### config.mk
export PLATFORM = sky130hd
export DESIGN_NAME = token_value_type_classifier
export DESIGN_NICKNAME = d
export VERILOG_FILES = /design/src/sv/tvc_pkg.sv /design/src/sv/token_value_type_classifier.sv /design/src/sv/tvc_track.sv
export SDC_FILE = /design/constraint.sdc
export NUM_CORES = 1
export LEC_CHECK = 0
export BUFFER_PORTS_ARGS = -buffer_cell sky130_fd_sc_hd__buf_2
export CAP_MARGIN = 25
export CORE_MARGIN = 3
export CORE_UTILIZATION = 30
export CTS_CLUSTER_DIAMETER = 100
export DETAILED_ROUTE_END_ITERATION = 12
export GPL_TIMING_DRIVEN = 0
export HOLD_SLACK_MARGIN = 0.02
export SETUP_SLACK_MARGIN = 0.15
export SLEW_MARGIN = 20
export SYNTH_ARGS = -nofsm -noshare
export SYNTH_HDL_FRONTEND = slang
export SYNTH_SLANG_ARGS = --single-unit
### constraint.sdc
create_clock -name clk -period 2.33 [get_ports clk]
set_clock_uncertainty 0.1 [all_clocks]
set_input_delay 0.5825 -clock clk [delete_from_list [all_inputs] [get_ports clk]]
set_output_delay 0.5825 -clock clk [all_outputs]
set_load 0.03 [all_outputs]
### src/sv/tvc_pkg.sv
// ----------------------------------------------------------------------------
// tvc_pkg
// Shared codes, character constants and keyword tables for the value token
// type classifier.
// ----------------------------------------------------------------------------
package tvc_pkg;

  localparam logic [1:0] TYPE_STRING  = 2'd0;
  localparam logic [1:0] TYPE_BOOLEAN = 2'd1;
  localparam logic [1:0] TYPE_INTEGER = 2'd2;
  localparam logic [1:0] TYPE_DECIMAL = 2'd3;

  localparam int SPECIAL_KINDS = 6;

  localparam logic [7:0] CH_MINUS = 8'h2d;
  localparam logic [7:0] CH_PLUS  = 8'h2b;
  localparam logic [7:0] CH_DOT   = 8'h2e;
  localparam logic [7:0] CH_COMMA = 8'h2c;
  localparam logic [7:0] CH_LOW_E = 8'h65;
  localparam logic [7:0] CH_UP_E  = 8'h45;
  localparam logic [7:0] CH_ZERO  = 8'h30;
  localparam logic [7:0] CH_NINE  = 8'h39;

  // Order: '-', '+', '.', ',', 'e', 'E'
  localparam logic [7:0] SPECIAL_CHARS [SPECIAL_KINDS] = '{
    CH_MINUS, CH_PLUS, CH_DOT, CH_COMMA, CH_LOW_E, CH_UP_E
  };

  // Character of "true" at a position
  function automatic logic [7:0] true_char(input logic [1:0] pos);
    logic [7:0] c;
    case (pos)
      2'd0:    c = 8'h74;
      2'd1:    c = 8'h72;
      2'd2:    c = 8'h75;
      default: c = 8'h65;
    endcase
    return c;
  endfunction

  // Character of "false" at a position; positions past the word give 'f'
  function automatic logic [7:0] false_char(input logic [2:0] pos);
    logic [7:0] c;
    case (pos)
      3'd0:    c = 8'h66;
      3'd1:    c = 8'h61;
      3'd2:    c = 8'h6c;
      3'd3:    c = 8'h73;
      3'd4:    c = 8'h65;
      default: c = 8'h66;
    endcase
    return c;
  endfunction

endpackage

### src/sv/token_value_type_classifier.sv
// ----------------------------------------------------------------------------
// token_value_type_classifier
// The final beat of a token is held in the input register; its type is then
// loaded into the result register.
// Throughput: one character per cycle; the input stalls only while a
// finished type waits in the result register and the next final beat is due.
// Reset (rst, synchronous) empties both registers and clears the token state.
// ----------------------------------------------------------------------------
module token_value_type_classifier
  import tvc_pkg::*;
(
  input  logic       clk,
  input  logic       rst,
  input  logic       in_valid,
  output logic       in_stall,
  input  logic [7:0] character,
  input  logic       last,
  output logic       out_valid,
  input  logic       out_stall,
  output logic [1:0] token_type
);

  logic       s1_valid;
  logic [7:0] s1_char;
  logic       s1_last;
  logic       s1_adv;
  logic       out_free;
  logic       accept;
  logic [1:0] token_type_next;

  assign out_free = !out_valid || !out_stall;
  // Non-final beats never need the result register
  assign s1_adv   = s1_valid && (!s1_last || out_free);
  assign in_stall = s1_valid && !s1_adv;
  assign accept   = in_valid && !in_stall;

  tvc_track u_track (
    .clk             (clk),
    .rst             (rst),
    .beat            (s1_adv),
    .character       (s1_char),
    .last            (s1_last),
    .token_type_next (token_type_next)
  );

  always_ff @(posedge clk) begin
    if (rst) begin
      s1_valid <= 1'b0;
    end else if (accept) begin
      s1_valid <= 1'b1;
    end else if (s1_adv) begin
      s1_valid <= 1'b0;
    end
  end

  always_ff @(posedge clk) begin
    if (accept) begin
      s1_char <= character;
      s1_last <= last;
    end
  end

  always_ff @(posedge clk) begin
    if (rst) begin
      out_valid <= 1'b0;
    end else if (s1_adv && s1_last) begin
      out_valid <= 1'b1;
    end else if (!out_stall) begin
      out_valid <= 1'b0;
    end
  end

  always_ff @(posedge clk) begin
    if (s1_adv && s1_last) begin
      token_type <= token_type_next;
    end
  end

`ifndef SYNTHESIS
  a_final_gives_result: assert property (@(posedge clk) disable iff (rst)
    s1_adv && s1_last |=> out_valid)
    else $error("final beat did not load a result");

  a_stall_needs_item: assert property (@(posedge clk) disable iff (rst)
    in_stall |-> s1_valid && s1_last && out_valid && out_stall)
    else $error("input stalled without a blocked result");

  a_middle_no_stall: assert property (@(posedge clk) disable iff (rst)
    s1_valid && !s1_last |-> !in_stall)
    else $error("non-final beat held the input");
`endif

endmodule

### src/sv/tvc_track.sv
// ----------------------------------------------------------------------------
// tvc_track
// Running per-token state: keyword match flags, alphabet flags and
// saturating special-character counts, with the type decision for the
// final character.
// ----------------------------------------------------------------------------
module tvc_track
  import tvc_pkg::*;
(
  input  logic       clk,
  input  logic       rst,
  input  logic       beat,
  input  logic [7:0] character,
  input  logic       last,
  output logic [1:0] token_type_next
);

  logic [2:0] char_position;
  logic       true_match;
  logic       false_match;
  logic       all_integer_chars;
  logic       all_decimal_chars;
  logic       digit_seen;
  logic       first_char_ok;
  logic [1:0] special_counts [SPECIAL_KINDS];

  logic [2:0] char_position_next;
  logic       true_match_next;
  logic       false_match_next;
  logic       all_integer_chars_next;
  logic       all_decimal_chars_next;
  logic       digit_seen_next;
  logic       first_char_ok_next;
  logic [1:0] special_counts_next [SPECIAL_KINDS];

  logic digit;
  logic sign;
  logic dec_punct;
  logic repeated;
  logic is_bool;
  logic number;

  always_comb begin
    digit     = character inside {[CH_ZERO:CH_NINE]};
    sign      = character inside {CH_PLUS, CH_MINUS};
    dec_punct = character inside {CH_DOT, CH_COMMA, CH_LOW_E, CH_UP_E};

    true_match_next  = true_match && (char_position < 3'd4) &&
                       (character == true_char(char_position[1:0]));
    false_match_next = false_match && (char_position < 3'd5) &&
                       (character == false_char(char_position));

    all_integer_chars_next = all_integer_chars && (digit || sign);
    all_decimal_chars_next = all_decimal_chars && (digit || sign || dec_punct);
    digit_seen_next        = digit_seen || digit;
    first_char_ok_next     = (char_position == 3'd0) ? (digit || sign) : first_char_ok;

    repeated = 1'b0;
    for (int i = 0; i < SPECIAL_KINDS; i++) begin
      special_counts_next[i] = special_counts[i];
      if (character == SPECIAL_CHARS[i] && special_counts[i] != 2'd3) begin
        special_counts_next[i] = special_counts[i] + 2'd1;
      end
      repeated = repeated | special_counts_next[i][1];
    end

    char_position_next = (char_position != 3'd7) ? char_position + 3'd1 : char_position;

    is_bool = (true_match_next && char_position == 3'd3) ||
              (false_match_next && char_position == 3'd4);
    number  = digit_seen_next && first_char_ok_next && !repeated;

    if (is_bool) begin
      token_type_next = TYPE_BOOLEAN;
    end else if (all_integer_chars_next) begin
      token_type_next = number ? TYPE_INTEGER : TYPE_STRING;
    end else if (all_decimal_chars_next) begin
      token_type_next = number ? TYPE_DECIMAL : TYPE_STRING;
    end else begin
      token_type_next = TYPE_STRING;
    end
  end

  always_ff @(posedge clk) begin
    if (rst || (beat && last)) begin
      // Clear for the next token
      char_position     <= 3'd0;
      true_match        <= 1'b1;
      false_match       <= 1'b1;
      all_integer_chars <= 1'b1;
      all_decimal_chars <= 1'b1;
      digit_seen        <= 1'b0;
      first_char_ok     <= 1'b0;
      for (int i = 0; i < SPECIAL_KINDS; i++) begin
        special_counts[i] <= 2'd0;
      end
    end else if (beat) begin
      char_position     <= char_position_next;
      true_match        <= true_match_next;
      false_match       <= false_match_next;
      all_integer_chars <= all_integer_chars_next;
      all_decimal_chars <= all_decimal_chars_next;
      digit_seen        <= digit_seen_next;
      first_char_ok     <= first_char_ok_next;
      for (int i = 0; i < SPECIAL_KINDS; i++) begin
        special_counts[i] <= special_counts_next[i];
      end
    end
  end

`ifndef SYNTHESIS
  a_pos_clears: assert property (@(posedge clk) disable iff (rst)
    beat && last |=> char_position == 3'd0 && true_match && false_match)
    else $error("token state not cleared after final beat");

  a_pos_advances: assert property (@(posedge clk) disable iff (rst)
    beat && !last && char_position == 3'd0 |=> char_position == 3'd1)
    else $error("character position did not advance");

  a_int_implies_dec: assert property (@(posedge clk) disable iff (rst)
    all_integer_chars |-> all_decimal_chars)
    else $error("integer alphabet flag set without decimal flag");
`endif

endmodule

# After elaboration in Yosys (flattened, before gate mapping)
# Memories as Yosys holds them, arrays and structs flattened.
# Cells that the tools add are included.
# totals
output_inout_bits	4
memories	1
word_cells	125
ramBits	12
ff_bits	22
# mem_list
memory	words	width	read_ports	rd_ports_with_merged_regs	wr	line	text
u_track.special_counts	6	2	6	0	6	tvc_track.sv:25	logic [1:0] special_counts [SPECIAL_KINDS];
# op_classes
bitwise_logic	11
n_eq_ne	22
n_reduce_logical	40
muxes	28
n_lt_le_gt_ge	4
n_addsub	7
# op_table
operator	count
$eq A8 B6 Y1 const B	4
$mux W2	16
$logic_and A1 B1 Y1	21
$pmux W5 S4	1
$eq A8 B7 Y1	2
$eq A8 B7 Y1 const B	2
$pmux W5 S3	1
$add A2 B1 Y2 const B	6
$ne A2 B2 Y1 const B	6
$or A1 B1 Y1	11
$mux W1	10
$ge A8 B6 Y1 const B	1
$le A8 B6 Y1 const B	1
$logic_or A1 B1 Y1	7
$eq A3 B2 Y1 const B	2
$logic_not A1 Y1	6
$lt A3 B3 Y1 const B	2
$reduce_bool A2 Y1	2
$reduce_bool A4 Y1	1
$add A3 B1 Y3 const B	1
$eq A3 B1 Y1 const B	1
$eq A3 B3 Y1 const B	1
$logic_not A3 Y1	1
$ne A3 B3 Y1 const B	1
5 further kinds	5

# Logic depth before layout (Yosys ltp)
# Gate-level depths: netlist (run 1).
# An unclocked memory read counts as a cell.
# depth
word_depth	14
depth_mapped	8
ltp_nobuf	8

# Modules after synthesis
# Synthesis (run 1) repeated with hierarchy kept, for this count alone.
# hier_totals
cells_unflattened	186
area_unflattened_um2	1979.4
# modules_own_cells
mod	area_per_inst_um2	seq_area_each_um2	instances	cells_per_inst
tvc_track	1556.5	540.5	1	162
token_value_type_classifier	422.9	370.4	1	24

# Least setup slack after synthesis (run 1)
# Ideal clock, no wire load.
# synth_path
kind	register to register
start	reg u_track.char_position[0]
end	reg token_type[0], data pin
slack_ps	343
arrival_ps	1628
setup_time_ps	259
stages_incl_launch_ff	8
path_cell_list	dfxtp_1 -> ha_1 -> ha_1 -> nor3_1 -> xnor2_1 -> nor3_1 -> a22o_1 -> o21bai_1
# synth_via
elab_chain_len	7
elab_cells_between_ends	27
classes_between	2 x order compare; 8 x eq/ne; 6 x mux; 11 x reduce/logical
# synth_rtl
element	line	text
start: declaration	tvc_track.sv:18	logic [2:0] char_position;
start signal: assignment	tvc_track.sv:98	char_position <= char_position_next;
branches (longest 7 deep; another with $eq A8 B7 Y1)	n/a	
end signal: assignment	token_value_type_classifier.sv:75	token_type <= token_type_next;
end: declaration	token_value_type_classifier.sv:20	output logic [1:0] token_type
# Several ways; the timed one is not identified.
# A chain may end at the register's enable or synchronous reset.

# Worst setup path after layout (run 1)
# layout_path
start	reg s1_char[7]
end	reg token_type[1], data pin
# layout_via
elab_chain_len	13
elab_cells_between_ends	48
classes_between	2 x order compare; 8 x eq/ne; 11 x mux; 5 x bitwise; 22 x reduce/logical
# layout_rtl
element	line	text
start: declaration	token_value_type_classifier.sv:24	logic [7:0] s1_char;
start signal: assignment	token_value_type_classifier.sv:58	s1_char <= character;
$eq A8 B6 Y1	tvc_track.sv:45, tvc_track.sv:61	
$logic_and A1 B1 Y1	tvc_track.sv:61	if (character == SPECIAL_CHARS[i] && special_counts[i] != 2'd3) begin
$mux W2	tvc_track.sv:61	
$or A1 B1 Y1 (5 in series)	tvc_track.sv:64	repeated = repeated | special_counts_next[i][1];
$logic_not A1 Y1	tvc_track.sv:71	number = digit_seen_next && first_char_ok_next && !repeated;
$logic_and A1 B1 Y1	tvc_track.sv:71	
$mux W2	tvc_track.sv:78	token_type_next = number ? TYPE_DECIMAL : TYPE_STRING;
$mux W2	tvc_track.sv:77	end else if (all_decimal_chars_next) begin
$mux W2	tvc_track.sv:75	end else if (all_integer_chars_next) begin
# Parallel ways exist; a longest one is shown, timed or not.

==> results.cfg, run 1 <==
[outcome]
status = finished clean

[floorplanning]
row_count = 28
ios = 17
start_util_pct = 31.5
dieArea_sq_um = 7330
die_h_um = 85.6
die_w_um = 85.6
core_area_sq_um = 6030

[worst_setup_path]
reg2reg_depth = 5
required_ns = 2.34
rr_endpoint = token_type[1]$_SDFFCE_PP0P_
critical_path_arrival_ns = 2.14
cp_max_fo = 4
start_kind = flip-flop
crit_path_end_kind = flip-flop
crit_buf_inv = 0
crit_family = simple AND/OR/NAND/NOR gates
slowest_stage = edfxtp_1
crit_type = flip-flop to flip-flop
timing.rr.start = s1_char[7]$_DFFE_PP_
rrSetupSlack_ns = 0.20
max_stage_delay_ns = 0.49
path_cells = nand4bb_1, or3_1, mux2i_2, nand4_1, nor4_2

[timing]
slew_viol_final = 0
finalHoldViolCount = 0
tightest_slew_ns = 0.690
max_freq_ghz = 0.470
period_minus_slack_ns = 2.13
setup_viol = 0
slew_headroom_pct = 53.9
grt_setup_unrepaired = true
tns_ns = 0
fin_crit_sh_pct = 91.4

[clocking]
cts_tree = built
clk_latency_ns = 0.29
cts.sinks = 34
path_clk_slew_ns = 0.07
h-tree-depth = 2
cts_hold_repair.buffers = 0
clk_path_buf_depth = 2
numCtsBuffers = 5
cts_root_buf = clkbuf_8

[logic_synthesis]
yosys-top-cells-count = 23 x edfxtp_1, 21 x nor2_1, 13 x ha_1, 12 x nor3_1
syn-cell-area_sq_um = 1900
syn_inst = 176
synth_flop_cell = edfxtp_1
synth_top_area_share_pct = 36.3
synth_most_common_cell = edfxtp_1
synth_warnings = 0
ys_seq_area_share_pct = 47.9
synth_cell_types = 44
synth_area_leaders = edfxtp_1 36%, dfxtp_1 12%, ha_1 8.6%
async_reset_ff_share_pct = 0
syn_area_per_cell_sq_um = 10.8
syn_nets = 202
yosysTopAreaCell = edfxtp_1
ys_seq_elements = 34
synth-edff-count = 23

[worst_hold_path]
min_from = character[2]
hp-class = primary input to flip-flop
min_delay_worst_endpoint = s1_char[2]$_DFFE_PP_
whs_path_depth = 1

[finish]
utilization_pct = 37.2
n_antenna_cell = 0
fill_cells = 612
nets = 230
layout-drive-gt1-share_pct = 22.0
area_growth_pct = 17.9
design_area_sq_um = 2240
finalNonFillerCells = 280

[route]
vias = 1422
route.detailed.drc = 0
drtIter0Drc = 95
wl_per_cell_um = 13.8
firstDrtPassIters = 4
viasPerCell = 5.08
routed_wl_um = 3880
antenna_left = 0

[global_routing]
track_usage_pct = 11.4
busiest_layer = met2
grt_max_degree = 11
met3_usage_pct = 2.98
grt_pass1_vias = 1331
antenna_found_initial = 0
grt_pass1_wl_um = 6440
grt.met1_usage_pct = 15.4
grt_overflow = 0
grt_use_met2_pct = 16.8

[power]
p_leak_nw = 0.882
vdd_drop_max_v = 0.000364
total_power_mw = 1.31
p_per_area_nw_per_um2 = 586

[run]
drv_cap = 0

[place]
port_buffers = 16
hpwl_um = 2740
placedCellCount = 267
post_dp_cell_area_sq_um = 2070
gp_congestion = 0.791
-- area by class of cell --
type	instances	area, sq um	area share (%)
flip-flops and latches	34	913	40.8
plain buffers	5	33.8	1.51
clock inverters	1	5.00	0.223
clock buffers	7	86.3	3.85
repair buffers	21	118	5.25
inverters	5	18.8	0.838
multi-input cells	132	972	43.4
well taps	75	93.8	4.19
-- layout by cell type (no fill, tap or decap), types with 3 or more instances in the layout --
cell type  synthesis  layout
mux2i_1            6       4
buf_2              2      16
nand4_1            4       4
buf_4              0       6
inv_1              5       5
clkbuf_8           0       6
edfxtp_1          23      23
nand2b_1           3       3
nand3_1            4       4
nor2b_1            6       6
a21oi_1            5       5
clkbuf_1           2       3
dfxtp_1           11       9
nor2_1            21      21
nor3_1            12      11
o21ai_0           11      11
xnor2_1            6       6
and3_1             3       3
ha_1              13      12
nand2_1            8       8
-- report_power, final --
part           switching, mW  internal [mW]
clock                  0.216          0.238
combinational         0.0848         0.0708
sequential            0.0274          0.676
total                  0.329          0.985
-- per-stage QoR --
stage	hold slack [ns]	worst slack, ns
6_report	0.364	0.201
5_1_grt	0.357	0.111
4_1_cts	0.354	0.156
3_5_place_dp	0.355	0.136
3_3_place_gp	0.347	0.0935
2_1_floorplan	0.336	0.343
-- kinds of logic (layout without fill, tap and decap cells) --
logic type,after synthesis,count (layout),synth area share [%]
and+or+nand+nor,78,78,25.1
AOI/OAI and AO/OA,27,27,9.02
DFF,34,34,47.9
xor gates and xnor gates,8,8,3.69
adders and majority gates,13,13,8.56
muxes,6,6,3.16
buffers and inverters,10,39,2.50
-- worst reg2reg max path, delay by kind of cell, from the launching register on --
kind	cells	cell delay, ns
flops	1	0.49
mux	1	0.23
simple gates	4	1.14
-- sequential cells by signal, summed over array words and instances, names as in the netlist --
name / count
u_track.special_counts: 12
u_track.digit_seen: 1
out_valid: 1
s1_char: 8
u_track.first_char_ok: 1
s1_last: 1
u_track.char_position: 3
s1_valid: 1
token_type: 2
u_track.false_match: 1
u_track.all_integer_chars: 1
u_track.all_decimal_chars: 1
u_track.true_match: 1
-- routing by layer --
metal	wire length, um	part of all wire (%)
met5	0	0
met4	78	2.0
met3	165	4.3
met2	1770	46
met1	1860	48
-- worst max-delay path by stage --
stage / slack (ns) / to / cells after the start / start
detailed placement: 0.14 / token_type[1]$_SDFFCE_PP0P_ / 7 / u_track.char_position[0]$_SDFFE_PP0P_
finish: 0.20 / token_type[1]$_SDFFCE_PP0P_ / 5 / s1_char[7]$_DFFE_PP_
CTS: 0.16 / token_type[1]$_SDFFCE_PP0P_ / 8 / u_track.char_position[1]$_SDFFE_PP0P_
floorplan: 0.34 / token_type[0]$_SDFFCE_PP1P_ / 7 / u_track.char_position[0]$_SDFFE_PP0P_
global placement: 0.09 / token_type[1]$_SDFFCE_PP0P_ / 7 / s1_char[1]$_DFFE_PP_
global route: 0.11 / token_type[1]$_SDFFCE_PP0P_ / 8 / u_track.char_position[1]$_SDFFE_PP0P_
-- timing repair --
action	CTS	global route
pin swaps	3	4
buffers inserted	1	4
cloned	0	0
endpoints found under the setup margin	2	2
gates resized for setup	3	8
(Power assumes the default switching activity.)
==> run 2, diff against run 1 <==
- PLACE_DENSITY: default -> 0.44
==> run 2 against run 1 <==
Against the previous run: sequential share of layout area shrank 0.20 points; hold slack gained 0.0036 ns; clock power is essentially flat; cell area grew 0.50%; utilization grew 0.19 points.
==> results.cfg, run 2 (synthesized netlist as in run 1, its figures left out) <==
[outcome]
status = finished clean

[finish]
largestRegisters = u_track.special_counts x12, s1_char x8, u_track.char_position x3
finalNonFillerCells = 281
top_register = u_track.special_counts
largest_reg_flops = 12
final_common_cell = edfxtp_1
n_antenna_cell = 0
nets = 231
fill_cells = 590
area_growth_pct = 18.5
final_cell_mix = 23 x edfxtp_1, 21 x nor2_1, 17 x buf_2
design_area_sq_um = 2250
utilization_pct = 37.4
multi_input_area_sq_um = 971
layout-drive-gt1-share_pct = 23.3
regArea_sq_um = 913

[timing]
slew_headroom_pct = 53.6
fin_ws_ns = 0.193
holdWs_ns = 0.368
max_freq_ghz = 0.468
tightest_slew_ns = 0.694
slew_viol_final = 0
period_minus_slack_ns = 2.14
grt_setup_unrepaired = true
tns_ns = 0
setup_viol = 0
finalHoldViolCount = 0
fin_crit_sh_pct = 91.7

[floorplanning]
dieArea_sq_um = 7330
core_area_sq_um = 6030
row_count = 28
start_util_pct = 31.5
die_w_um = 85.6
ios = 17
die_h_um = 85.6

[clocking]
numCtsBuffers = 5
path_clk_slew_ns = 0.07
cts_tree = built
clk_path_buf_depth = 2
cts_hold_repair.buffers = 0
cts.sinks = 34
clk_latency_ns = 0.29
cts_root_buf = clkbuf_8
h-tree-depth = 2

[global_routing]
grt_max_degree = 12
grt_pass1_wl_um = 7020
grt.met1_usage_pct = 15.1
antenna_found_initial = 0
grt_overflow = 0
grt_use_met2_pct = 20.8
grt_pass1_vias = 1455
track_usage_pct = 12.3
busiest_layer = met2
met3_usage_pct = 3.17

[place]
hpwl_um = 3200
port_buffers = 16
post-place-ws_ns = 0.0415
placedCellCount = 267
gp_congestion = 0.846
post_dp_cell_area_sq_um = 2070

[worst_setup_path]
start_kind = flip-flop
critical_path_arrival_ns = 2.07
rr_endpoint = token_type[0]$_SDFFCE_PP1P_
reg2reg_depth = 8
crit_type = flip-flop to flip-flop
required_ns = 2.27
timing.rr.start = u_track.char_position[2]$_SDFFE_PP0P_
crit_path_end_kind = flip-flop
cp_max_fo = 10
setup.worst_path.start = u_track.char_position[2]$_SDFFE_PP0P_
rrSetupSlack_ns = 0.19
endpoint = token_type[0]$_SDFFCE_PP1P_

[route]
drtIter0Drc = 73
antenna_left = 0
wl_per_cell_um = 14.9
vias = 1414
viasPerCell = 5.03
firstDrtPassIters = 4
route.detailed.drc = 0
routed_wl_um = 4170

[worst_hold_path]
hp-class = flip-flop to flip-flop
whs_path_depth = 1

[power]
vdd_drop_max_v = 0.000368
total_power_mw = 1.32
p_leak_nw = 0.894
p_per_area_nw_per_um2 = 587

[run]
drv_cap = 0
## run 2: cell count changes in the layout (fill, tap and decap cells not counted), sizes merged
cell      previous run  this run
buf                 23        25
clkbuf              10         8
clkinvlp             0         1
## run 2: per-layer routing
layer	up-vias	routed length, um
li1	708	-
met1	665	1880
met2	33	2010
met3	8	205
met4	0	84
met5	-	0
## run 2: worst min-delay path by stage
stage,start,to
3_3_place_gp,u_track.digit_seen$_SDFFE_PP0P_,u_track.digit_seen$_SDFFE_PP0P_
2_1_floorplan,u_track.true_match$_SDFFE_PP1P_,u_track.true_match$_SDFFE_PP1P_
3_5_place_dp,u_track.digit_seen$_SDFFE_PP0P_,u_track.digit_seen$_SDFFE_PP0P_
4_1_cts,character[5],s1_char[5]$_DFFE_PP_
5_1_grt,character[6],s1_char[6]$_DFFE_PP_
6_report,u_track.digit_seen$_SDFFE_PP0P_,u_track.digit_seen$_SDFFE_PP0P_
## run 2: critical path: stages, from the launching register on
cell,delay (ns)
dfxtp_1,0.34
buf_2,0.20
inv_1,0.09
ha_1,0.26
nor3_2,0.24
xnor2_1,0.16
nor3_2,0.08
a22o_1,0.26
o21bai_1,0.17
## run 2: layout make-up
class | instances | share of cell area [%]
well taps | 75 | 4.17
flip-flops and latches | 34 | 40.6
clock buffers | 6 | 3.67
clock inverters | 2 | 0.556
inverters | 5 | 0.833
repair buffers | 22 | 5.56
multi-input cells | 132 | 43.1
plain buffers | 5 | 1.56
## run 2: repair_timing
item,4_1_cts,5_1_grt
cloned,0,0
buffers inserted,2,4
pin swaps,1,7
setup endpoints to repair,2,2
gates resized for setup,6,5
## run 2: report_power, final
group	internal [mW]	total, mW	switching [mW]
logic	0.0723	0.162	0.0900
clock network	0.237	0.457	0.220
registers	0.676	0.703	0.0272
